## config.mk

```make
export PLATFORM = sky130hd
export DESIGN_NAME = holc_walker
export DESIGN_NICKNAME = d
export VERILOG_FILES = /design/src/sv/holc_pkg.sv /design/src/sv/holc_walker.sv
export SDC_FILE = /design/constraint.sdc
export NUM_CORES = 1
export LEC_CHECK = 0
export BUFFER_PORTS_ARGS = -buffer_cell sky130_fd_sc_hd__buf_2
export CORE_MARGIN = 2
export CORE_UTILIZATION = 33
export DETAILED_ROUTE_END_ITERATION = 6
export PLACE_DENSITY = 0.65
export SKIP_LAST_GASP = 1
export SLEW_MARGIN = 40
export SYNTH_ARGS = -nofsm -noshare
export SYNTH_HDL_FRONTEND = slang
export SYNTH_SLANG_ARGS = --single-unit
```

## constraint.sdc

```tcl
create_clock -name vclk -period 2.4
set_input_delay 0.12 -clock vclk [all_inputs]
set_output_delay 0.12 -clock vclk [all_outputs]
set_load 0.01 [all_outputs]
```

## src/sv/holc_pkg.sv

```systemverilog
// ----------------------------------------------------------------------------
// holc_pkg
// Shared types and constants for the header option list checker.
// ----------------------------------------------------------------------------
package holc_pkg;

  localparam int unsigned MAX_HEADER_LEN_DEF = 60;

  localparam int unsigned BYTE_W  = 8;
  localparam int unsigned START_W = 6;
  localparam int unsigned CFG_W   = 6;
  localparam int unsigned CIDX_W  = 2;

  // configuration register indexes
  localparam logic [CIDX_W-1:0] CFG_CORRUPT_MODE  = 2'd0;
  localparam logic [CIDX_W-1:0] CFG_HEADER_KIND   = 2'd1;
  localparam logic [CIDX_W-1:0] CFG_OPTIONS_START = 2'd2;

  localparam logic [START_W-1:0] OPTIONS_START_RST = 6'd20;

  // header kinds
  localparam logic KIND_IP  = 1'b0;
  localparam logic KIND_TCP = 1'b1;

  // option codes
  localparam logic [BYTE_W-1:0] OPT_EOL       = 8'd0;
  localparam logic [BYTE_W-1:0] OPT_NOP       = 8'd1;
  localparam logic [BYTE_W-1:0] OPT_MIN_LEN   = 8'd2;
  localparam logic [BYTE_W-1:0] IP_RR         = 8'd7;
  localparam logic [BYTE_W-1:0] IP_TS         = 8'd68;
  localparam logic [BYTE_W-1:0] IP_SEC        = 8'd130;
  localparam logic [BYTE_W-1:0] IP_CIPSO      = 8'd134;
  localparam logic [BYTE_W-1:0] IP_SID        = 8'd136;
  localparam logic [BYTE_W-1:0] TCP_MSS       = 8'd2;
  localparam logic [BYTE_W-1:0] TCP_SACK      = 8'd5;

  typedef enum logic [2:0] {
    PH_TYPE = 3'b001,
    PH_LEN  = 3'b010,
    PH_BODY = 3'b100
  } phase_t;

  typedef struct packed {
    logic                  corrupt_mode;
    logic                  header_kind;
    logic [START_W-1:0]    options_start;
  } cfg_t;

  typedef struct packed {
    phase_t                phase;
    logic [BYTE_W-1:0]     skip;
    logic                  rejected;
    logic                  ts;
    logic                  rr;
  } walk_t;

  typedef struct packed {
    logic [BYTE_W-1:0]     data;
    logic                  last;
    logic                  accept;
    logic                  ts;
    logic                  rr;
  } result_t;

  function automatic logic is_forbidden(logic kind, logic [BYTE_W-1:0] code);
    if (kind == KIND_IP) begin
      return (code == IP_SEC) || (code == IP_CIPSO) || (code == IP_SID);
    end
    return (code >= TCP_MSS) && (code <= TCP_SACK);
  endfunction

endpackage

```

## src/sv/holc_walker.sv

```systemverilog
// ----------------------------------------------------------------------------
// holc_walker
// Per-byte step of the option list walk: next walk state and the result.
// ----------------------------------------------------------------------------
module holc_walker (
  input  holc_pkg::cfg_t                 cfg,
  input  holc_pkg::walk_t                walk,
  input  logic                           in_options,
  input  logic                           too_long,
  input  logic [holc_pkg::BYTE_W-1:0]    byte_in,
  input  logic                           last_in,
  output holc_pkg::walk_t                walk_nxt,
  output holc_pkg::result_t              result
);
  import holc_pkg::*;

  walk_t             step;
  logic [BYTE_W-1:0] ob;
  logic [BYTE_W-1:0] skip_dec;
  logic              open_option;

  assign skip_dec = walk.skip - 8'd1;

  always_comb begin
    step = walk;
    ob   = byte_in;
    if (too_long) begin
      step.rejected = 1'b1;
    end else if (in_options && !walk.rejected) begin
      unique case (walk.phase)
        PH_LEN: begin
          if (byte_in < OPT_MIN_LEN) begin
            step.rejected = 1'b1;
          end else begin
            step.skip  = byte_in - OPT_MIN_LEN;
            step.phase = (byte_in == OPT_MIN_LEN) ? PH_TYPE : PH_BODY;
          end
        end
        PH_BODY: begin
          step.skip = skip_dec;
          if (skip_dec == '0) begin
            step.phase = PH_TYPE;
          end
        end
        default: begin
          step.phase = PH_TYPE;
          if (byte_in == OPT_EOL) begin
            if (cfg.corrupt_mode) begin
              ob = OPT_NOP;
            end
          end else if (byte_in != OPT_NOP) begin
            if (cfg.header_kind == KIND_IP && byte_in == IP_TS) begin
              step.ts = 1'b1;
            end
            if (cfg.header_kind == KIND_IP && byte_in == IP_RR) begin
              step.rr = 1'b1;
            end
            if (is_forbidden(cfg.header_kind, byte_in) && !cfg.corrupt_mode) begin
              step.rejected = 1'b1;
            end else begin
              step.phase = PH_LEN;
            end
          end
        end
      endcase
    end

    // option still open when the header ends
    open_option = (step.phase == PH_LEN) || (step.phase == PH_BODY && step.skip != '0);
    if (last_in && !step.rejected && open_option) begin
      step.rejected = 1'b1;
    end

    result.data   = ob;
    result.last   = last_in;
    result.accept = last_in & ~step.rejected;
    result.ts     = last_in & step.ts;
    result.rr     = last_in & step.rr;

    if (last_in) begin
      walk_nxt = '{phase: PH_TYPE, skip: '0, rejected: 1'b0, ts: 1'b0, rr: 1'b0};
    end else begin
      walk_nxt = step;
    end
  end

endmodule

```

==> flow_metrics.env <==
export IMPL_dieArea_sq_mm=0.00359
export IMPL_finalNonFillerCells=270
export IMPL_status="complete, but fails checks"
export IMPL_seq_area_sq_um=0
export IMPL_critPathRequiredTime_ps=2280
export IMPL_seq_cells=0
export IMPL_row_count=20
export IMPL_die_y_um=59.9
export IMPL_dr_total_vias=1506
export IMPL_antenna_violating_nets_post_route=0
export IMPL_rsz0062_at_grt="yes"
export IMPL_synth_cells=160
export IMPL_end_kind="output port"
export IMPL_drt_iter0_drc=53
export IMPL_synth_xor_area_share_pct=1.70
export IMPL_nClkBuffers=0
export IMPL_fp_dieW_um=59.9
export IMPL_routabilityCongestion=0.858
export IMPL_place_hpwl_mm=2.99
export IMPL_syn_area_sq_mm=0.00103
export IMPL_drive_gt1_share_pct=48.1
export IMPL_ir_worst_vdd_v=0.0000571
export IMPL_multi_input_area_sq_um=987
export IMPL_synth_mux_area_share_pct=3.03
export IMPL_max_slew_margin_rel_pct=65.1
export IMPL_antenna_found_initial=0
export IMPL_grt_pass1_vias=1363
export IMPL_syn_area_per_cell_sq_um=6.44
export IMPL_first_pass_iters=4
export IMPL_synthAdderAreaFrac_pct=4.61
export IMPL_finalMaxSlewViolations=0
export IMPL_arrival_ps=2340
export IMPL_io_pins=59
export IMPL_nFillCells=288
export IMPL_crit_type="input pin to output port"
export IMPL_hold_path_class="input pin to output port"
export IMPL_post_route_min_period_ps=2460
export IMPL_drc_errors=0
export IMPL_synthDistinctLibCells=61
export IMPL_drt_wirelength_per_cell_um=13.6
export IMPL_grt_max_degree=19
export IMPL_drv_cap=0
export IMPL_fin_crit_sh_pct=103
export IMPL_num_antenna_cells=0
export IMPL_synth_compound_area_share_pct=37.1
export IMPL_via_per_inst=5.58
export IMPL_worstSetupStartpointType="input pin"
export IMPL_synthSimpleGateAreaFrac_pct=42.7
export IMPL_dp_cells=268
export IMPL_path_max_fanout=2
export IMPL_fin_ws_ps=-60.4
export IMPL_io_buffer_count=53
export IMPL_syn2layout_area_growth_pct=59.2
export IMPL_worst_pin_slew_ps=516
export IMPL_p_per_area_mw_per_mm2=151
export IMPL_setup_viol_count_final=1
export IMPL_power_total_uw=248
export IMPL_leakagePower_nw=0.742
export IMPL_clock_fmax_mhz=406
export IMPL_hold_violations=0
export IMPL_synth_top_family_by_area="simple AND/OR/NAND/NOR gates"
export IMPL_wirelength_mm=3.68
export IMPL_ctsHoldBuffers=0
export IMPL_grt_first_pass_wirelength_mm=5.99
export IMPL_grt_ovfl_total=0
export IMPL_start_util_pct=34.3
export IMPL_coreArea_sq_mm=0.00300
export IMPL_violations="setup timing"
export IMPL_yosysWarnings=0
export IMPL_layout_nets=275
export IMPL_seq_area_frac_synth_pct=0
export IMPL_synth_nets=196
export IMPL_grt_util_all_layers_pct=20.6
==> cell type report <==
type / instances / area share [%]
well taps: 33 / 2.52
inverters: 5 / 1.14
repair buffers: 96 / 36.2
multi-input cells: 136 / 60.1
==> worst paths after layout <==
path,endpoint,slack [ps],start,cells past startpoint
max,result[2],-60,walk[6],9
min,walk_nxt[0],570,walk[0],4
==> synth_stat cells, drive strengths merged (3+ instances only) <==
| library cell | number | area [sq um] |
|---|---|---|
| nor2 | 20 | 75.1 |
| clkbuf | 14 | 52.6 |
| nor3 | 9 | 45.0 |
| o21ai | 7 | 35.0 |
| a21oi | 6 | 30.0 |
| a31oi | 6 | 37.5 |
| nand2 | 6 | 22.5 |
| or4 | 6 | 52.6 |
| buf | 5 | 40.0 |
| inv | 5 | 18.8 |
| nor2b | 5 | 31.3 |
| nand2b | 4 | 25.0 |
| nor4b | 4 | 35.0 |
| or3 | 4 | 26.3 |
| a211oi | 3 | 27.5 |
| ha | 3 | 37.5 |
| nor3b | 3 | 22.5 |
| nor4 | 3 | 18.8 |
| o22ai | 3 | 18.8 |
==> worst max-delay path, stage by stage <==
cell	delay, ps
buf_2	100
or4_4	540
or4_4	430
mux2_4	300
a211oi_4	230
nand3_1	120
o31ai_2	210
o31a_1	160
buf_2	120
==> placed cells by master, fill, tap and decap left out, types with 2 or more instances in the layout <==
cell type,n
buf_2,52
buf_4,43
nor2_1,20
nor3_1,8
o21ai_0,6
a21oi_1,6
nand2_1,6
inv_1,5
nor2b_1,5
nand2b_1,4
a31oi_1,4
nor4_1,3
or4_4,3
or3_1,3
or4_1,3
nor3b_1,3
nor4b_1,3
ha_1,3
or3b_1,2
and2_1,2
o21bai_1,2
mux2i_1,2
a31oi_2,2
a211oi_1,2
xnor2_1,2
o22ai_1,2
o32ai_1,2
nand3_1,2
==> repair_timing <==
action / 4_1_cts / 5_1_grt
resized for setup: 10 / 6
setup buffers: 3 / 0
endpoints found under the setup margin: 2 / 4
pin swaps: 5 / 1
==> where the power goes <==
| group | switching, mW | total [mW] | internal, mW |
|---|---|---|---|
| logic | 0.126 | 0.248 | 0.122 |
| clock network | 0 | 0 | 0 |
| registers | 0 | 0 | 0 |
| total | 0.126 | 0.248 | 0.122 |
==> metrics by stage <==
| step | TNS, ps | utilization [%] | cell area, sq um | hold WS, ps | worst slack [ps] |
|---|---|---|---|---|---|
| after floorplan | 0 | - | 1030 | 284 | 25.9 |
| after global placement | -128 | 51.7 | 1550 | 566 | -128 |
| after detailed placement | -133 | 51.7 | 1550 | 565 | -133 |
| after CTS | -76.9 | 54.0 | 1620 | 570 | -58.8 |
| after global routing | -126 | 54.7 | 1640 | 602 | -126 |
| final | -60.4 | 54.7 | 1640 | 567 | -60.4 |
==> per-layer routing <==
layer | vias to the layer above | GRT usage (%) | wire, um
met5 | - | 0 | 0
met4 | 0 | 3.49 | 31
met3 | 4 | 1.95 | 195
met2 | 52 | 35.1 | 1730
met1 | 675 | 28.3 | 1720
li1 | 775 | - | -
==> cell families after synthesis <==
group | Yosys count
and+or+nand+nor | 76
AOI/OAI and AO/OA | 51
buffers and inverters | 24
adders and majority gates | 4
muxes | 3
xor gates and xnor gates | 2
Power figures use the tool's default switching activity.
